## src/design/cau_pkg.sv

```systemverilog
package cau_pkg;

  localparam int DW   = 32;          // word width
  localparam int FB   = 16;          // fraction bits
  localparam int PW   = 2 * DW;      // product width
  localparam int SW   = PW + 1;      // width of a sum of two products
  localparam int NW   = SW + FB;     // dividend magnitude width
  localparam int QB   = DW + 1;      // quotient bits, one division cell each
  localparam int RW   = PW;          // remainder and divisor width
  localparam int SATW = PW + 2;      // width that every value is saturated from

  typedef enum logic [2:0] {
    OP_ADD = 3'd0,
    OP_SUB = 3'd1,
    OP_MUL = 3'd2,
    OP_DIV = 3'd3,
    OP_CNJ = 3'd4,
    OP_NEG = 3'd5
  } op_e;

  typedef logic signed [DW-1:0]   word_t;
  typedef logic signed [PW-1:0]   prod_t;
  typedef logic signed [SW-1:0]   sum_t;
  typedef logic signed [SATW-1:0] sat_t;
  typedef logic [RW-1:0]          rem_t;
  typedef logic [QB-1:0]          quo_t;

  localparam word_t W_MAX   = {1'b0, {(DW-1){1'b1}}};
  localparam word_t W_MIN   = {1'b1, {(DW-1){1'b0}}};
  localparam sat_t  SAT_MAX = {{(SATW-DW+1){1'b0}}, {(DW-1){1'b1}}};
  localparam sat_t  SAT_MIN = ~SAT_MAX;

  // One step of the restoring divider.
  typedef struct packed {
    rem_t rem;   // partial remainder, below den unless the quotient overflows
    quo_t low;   // dividend bits still to be shifted in, MSB first
    quo_t quo;   // quotient bits found so far
    rem_t den;   // divisor |B|^2
  } cell_t;

  // Per-item data that travels beside the divider cells.
  typedef struct packed {
    op_e   op;
    word_t pre_re;
    word_t pre_im;
    logic  pre_ovf;
    logic  dz;
    logic  neg_re;
    logic  neg_im;
    logic  big_re;
    logic  big_im;
  } side_t;

  // Clamp a wide signed value to a word; the MSB of the result is the overflow flag.
  function automatic logic [DW:0] sat(input sat_t v);
    logic [DW:0] r;
    if (v > SAT_MAX) begin
      r = {1'b1, W_MAX};
    end else if (v < SAT_MIN) begin
      r = {1'b1, W_MIN};
    end else begin
      r = {1'b0, v[DW-1:0]};
    end
    return r;
  endfunction

endpackage

```

## src/design/cau_div_cell.sv

```systemverilog
module cau_div_cell (
  input  logic            clk_i,
  input  logic            en_i,
  input  cau_pkg::cell_t  cell_i,
  output cau_pkg::cell_t  cell_o
);

  logic [cau_pkg::RW:0] trial;
  logic [cau_pkg::RW:0] diff;
  logic                 ge;
  cau_pkg::cell_t       cell_d;
  cau_pkg::cell_t       cell_q;

  always_comb begin
    trial = {cell_i.rem, cell_i.low[cau_pkg::QB-1]};
    diff  = trial - {1'b0, cell_i.den};
    ge    = trial >= {1'b0, cell_i.den};
    cell_d.rem = ge ? diff[cau_pkg::RW-1:0] : trial[cau_pkg::RW-1:0];
    cell_d.low = {cell_i.low[cau_pkg::QB-2:0], 1'b0};
    cell_d.quo = {cell_i.quo[cau_pkg::QB-2:0], ge};
    cell_d.den = cell_i.den;
  end

  always_ff @(posedge clk_i) begin
    if (en_i) begin
      cell_q <= cell_d;
    end
  end

  assign cell_o = cell_q;

endmodule

```

## config.mk

```make
export PLATFORM = sky130hd
export DESIGN_NAME = cau_div_cell
export DESIGN_NICKNAME = d
export VERILOG_FILES = /design/src/design/cau_pkg.sv /design/src/design/cau_div_cell.sv
export SDC_FILE = /design/constraint.sdc
export NUM_CORES = 1
export LEC_CHECK = 0
export ABC_CLOCK_PERIOD_IN_PS = 7200
export BUFFER_PORTS_ARGS = -buffer_cell sky130_fd_sc_hd__buf_4
export CORE_AREA = 5 5 147 149
export CTS_CLUSTER_SIZE = 14
export DETAILED_ROUTE_END_ITERATION = 16
export DIE_AREA = 0 0 152 154
export PLACE_DENSITY_LB_ADDON = 0.12
export SETUP_SLACK_MARGIN = 0.2
export SLEW_MARGIN = 15
export SYNTH_ARGS = -nofsm -noshare
export SYNTH_HDL_FRONTEND = slang
export SYNTH_SLANG_ARGS = --single-unit
```

## constraint.sdc

```tcl
create_clock -name clk_i -period 7.2 [get_ports clk_i]
set_clock_uncertainty 0.15 [all_clocks]
set_input_delay 1.44 -clock clk_i [delete_from_list [all_inputs] [get_ports clk_i]]
set_output_delay 1.44 -clock clk_i [all_outputs]
set_load 0.01 [all_outputs]
```

* Yosys cells after proc, flatten, opt, wreduce, memory -nomap -nowiden
Cells that the tools add are included.
W data, S select, Z words.
** Operators by class
- Add/sub/neg operators :: 1
- Muxes and demuxes :: 1
- Magnitude comparators :: 1
** Operators by type and width (count)
- $ge A65 B64 Y1 :: 1
- $mux W64 :: 1
- $sub A64 B64 Y64 :: 1
** Storage, ports and cells
- Input bits :: 196
- Word-level logic and storage cells :: 7
- Bits in registers :: 193
- Output and inout port bits :: 194

* Longest topological paths before layout
- Depth in word-level cells :: 2
- Mapped depth :: 14
- Depth with buffers taken out :: 13

* Least setup slack after synthesis
OpenSTA, ideal clock, no wires.
- Path kind :: in2reg
- Start point :: input port cell_i[129] in the netlist's numbering
- End point :: register cell_q (netlist bit cell_o[182]) (data pin)
- Setup slack :: 2.780 ns
- Stages on the path :: 13
- Library setup time :: 0.260 ns
- Arrival :: 4.010 ns
- Buffers on the path :: 0
- Cell sequence :: inv_1 > ha_1 > fa_1 > nand2b_1 > a21oi_1 > nor2_2 > o311ai_1 > a311o_1 > a31o_4 > a21o_4 > a31oi_4 > xnor2_1 > mux2_4
** RTL lines
- from (decl) :: RTL line cau_div_cell.sv:4 : input cau_pkg::cell_t cell_i,
- to (signal assigned) :: RTL line cau_div_cell.sv:26 : cell_q <= cell_d;
- to (decl) :: RTL line cau_div_cell.sv:12 : cau_pkg::cell_t cell_q;

==> flow_summary.ini <==
[run_status]
outcome = finished clean

[pwr]
p_sw_share_pct = 30.3
clkPwrFrac_pct = 29.9
combPwrFrac_pct = 26.5
power_frac_seq_pct = 43.6
power.leakage_nw = 6.32
intPower_mw = 2.27
p_per_area_nw_per_um2 = 227
peakVddDrop_mv = 0.166
p_sw_mw = 0.987

[route]
drt_first_pass_iters = 5
drt_iter0_markers = 793
drcViolationCount = 0
ant_nets = 0
avgRoutedWirePerCell_microns = 19.1
vias = 8855
viasPerCell = 5.49
postRouteWirelength_microns = 30900

[logic_synthesis]
syn_area_sq_um = 10700
ys_seq_area_share_pct = 54.3
yosysWarnings = 0
synth_seq_cells = 193
synth.distinct_cells = 65
synth-main-ff-cell = edfxtp_1
postSynth.asyncResetShare_pct = 0
synth_enable_flop_cells = 193
ys_top_cells_by_area = edfxtp_1 (54%), ha_1 (7.5%), a21oi_1 (5.7%), xnor2_1 (3.0%), nor2_1 (2.9%)
synthCells = 964
yosysTopAreaCellShare_pct = 54.3
synth_top_area_cell = edfxtp_1
synth_nets = 1225
syn_area_per_cell_sq_um = 11.1

[global_routing]
antenna_found_initial = 1
grt_pass1_vias = 8514
grt_start_max_net_pins = 94
grt_overflow_total = 0
grtUsageTotal_pct = 25.4
grt_pass1_wl_microns = 47600

[placement]
hpwlAfterDp_microns = 24300
port_buffers = 387
place_congestion = 0.895

[setup_path]
critPathArrivalTime_ns = 4.89
crit_path_end_kind = flop
path_max_fanout = 67
start_kind = input port
criticalPathCategory = in -> reg
required_ns = 7.24

[clock_tree]
cts_resized = 0
cts_buffer_depth = 2
cts_tree = built
clkTransAtPathRegs_ns = 0.08
numCtsBuffers = 17
post_cts_buffers = 0
cts_hold_buf = 0
htree_levels = 4
cts-root-buf = clkbuf_16
cts_sinks = 193

[die]
core_area_sq_um = 20000
start_util_pct = 53.3
ioPinCount = 390
die_height_microns = 154
die_width_microns = 152
rows = 52
die_area_sq_um = 23400

[sta]
setup_violations = 0
report.final.slew_viol_count = 0
fin_crit_sh_pct = 67.3
slew_headroom_pct = 35.2
min_period_ns = 4.85
tns_ns = 0
worstMarginPinSlew_ns = 0.960
hold_viol = 0
clock.fmax_mhz = 206
rsz0062_at_grt = false

[final_layout]
final_cell_mix = buf_4 (391), edfxtp_1 (193), a21oi_1 (122)
synthToLayoutAreaGrowth_pct = 34.5
layout_commonest_cell = buf_4
largest_register_ff_count = 193
drive_gt1_share_pct = 34.3
final_util_pct = 71.7
final_nets = 1591

[min_path]
hold_path.class = in -> reg

[job]
max_cap_viol_count = 0
## area by class of cell
cell class / instances / area, sq um
Timing Repair Buffer: 392 / 2950
Sequential cell: 193 / 5800
Clock inverter: 14 / 185
Fill cell: 1495 / 5680
Inverter: 81 / 304
Clock buffer: 18 / 429
Antenna cell: 1 / 2.50
Multi-Input combinational cell: 645 / 4360
Tap cell: 270 / 338
## worst max-delay path: stages
cell and delay, ns:
buf_4 0.12, inv_1 0.05, ha_1 0.28, nor2b_1 0.17, o2111a_1 0.24, o21ai_1 0.16
o311ai_2 0.49, o2111ai_1 0.30, a21oi_1 0.27, o21ai_1 0.17, a21oi_4 0.15, buf_4 0.59
mux2_2 0.41
## worst paths after layout
check	start	to	slack, ns	cells past startpoint
worst max-delay path	cell_i[1]	cell_o[138]$_DFFE_PP_	2.35	13
worst min-delay path	cell_i[66]	cell_o[67]$_DFFE_PP_	1.01	1
## power by group through the flow
| stage | clock, mW | combinational [mW] | sequential [mW] |
|---|---|---|---|
| final | 0.973 | 0.865 | 1.42 |
| after global routing | 1.04 | 0.941 | 1.43 |
| after CTS | 0.986 | 0.867 | 1.42 |
| after detailed placement | 0 | 0.860 | 1.45 |
| after global placement | 0 | 0.849 | 1.44 |
| after floorplan | 0 | 0.397 | 1.51 |
## through the flow
stage | instances | setup slack, ns | area (sq um) | power (mW) | hold WS [ns]
2_1_floorplan | 964 | 2.78 | 10700 | 1.91 | 1.39
3_3_place_gp | 1581 | 2.03 | 13700 | 2.29 | 1.47
3_5_place_dp | 1581 | 2.00 | 13700 | 2.31 | 1.47
4_1_cts | 1613 | 2.44 | 14400 | 3.28 | 1.01
5_1_grt | 1614 | 2.21 | 14400 | 3.41 | 1.00
6_report | 1614 | 2.35 | 14400 | 3.26 | 1.01
## synthesized netlist by cell type, types with 6 or more instances
| library cell | count |
|---|---|
| clkbuf_1 | 23 |
| nor3_1 | 9 |
| mux2_2 | 19 |
| xor2_1 | 25 |
| a21oi_1 | 122 |
| xnor2_1 | 36 |
| o21ai_0 | 38 |
| nand2_1 | 56 |
| nand3_1 | 15 |
| ha_1 | 64 |
| nand4_1 | 27 |
| o21bai_1 | 11 |
| a21o_1 | 33 |
| or3_1 | 6 |
| nand2b_1 | 6 |
| nor2b_1 | 7 |
| inv_1 | 81 |
| nor4_1 | 8 |
| nor2_1 | 83 |
| edfxtp_1 | 193 |
| buf_2 | 13 |
## logic make-up after synthesis
family | synth area share, %
multiplexers | 2.14
XOR/XNOR | 5.00
flip-flops | 54.3
AND/OR/NAND/NOR | 10.0
other | 0.0351
buffers and inverters | 4.91
adder cells (fa/ha/maj) | 7.69
AO/OA/AOI/OAI | 15.9
## layer usage
| metal | global-route usage (%) | part of all wire [%] | wire [microns] | vias up |
|---|---|---|---|---|
| li1 | - | - | - | 4264 |
| met1 | 31.0 | 39 | 12100 | 4161 |
| met2 | 44.5 | 50 | 15600 | 392 |
| met3 | 7.36 | 8.5 | 2620 | 38 |
| met4 | 6.72 | 2.0 | 619 | 0 |
| met5 | 0 | 0 | 0 | - |
No activity file was read; power rests on OpenSTA's default activity.
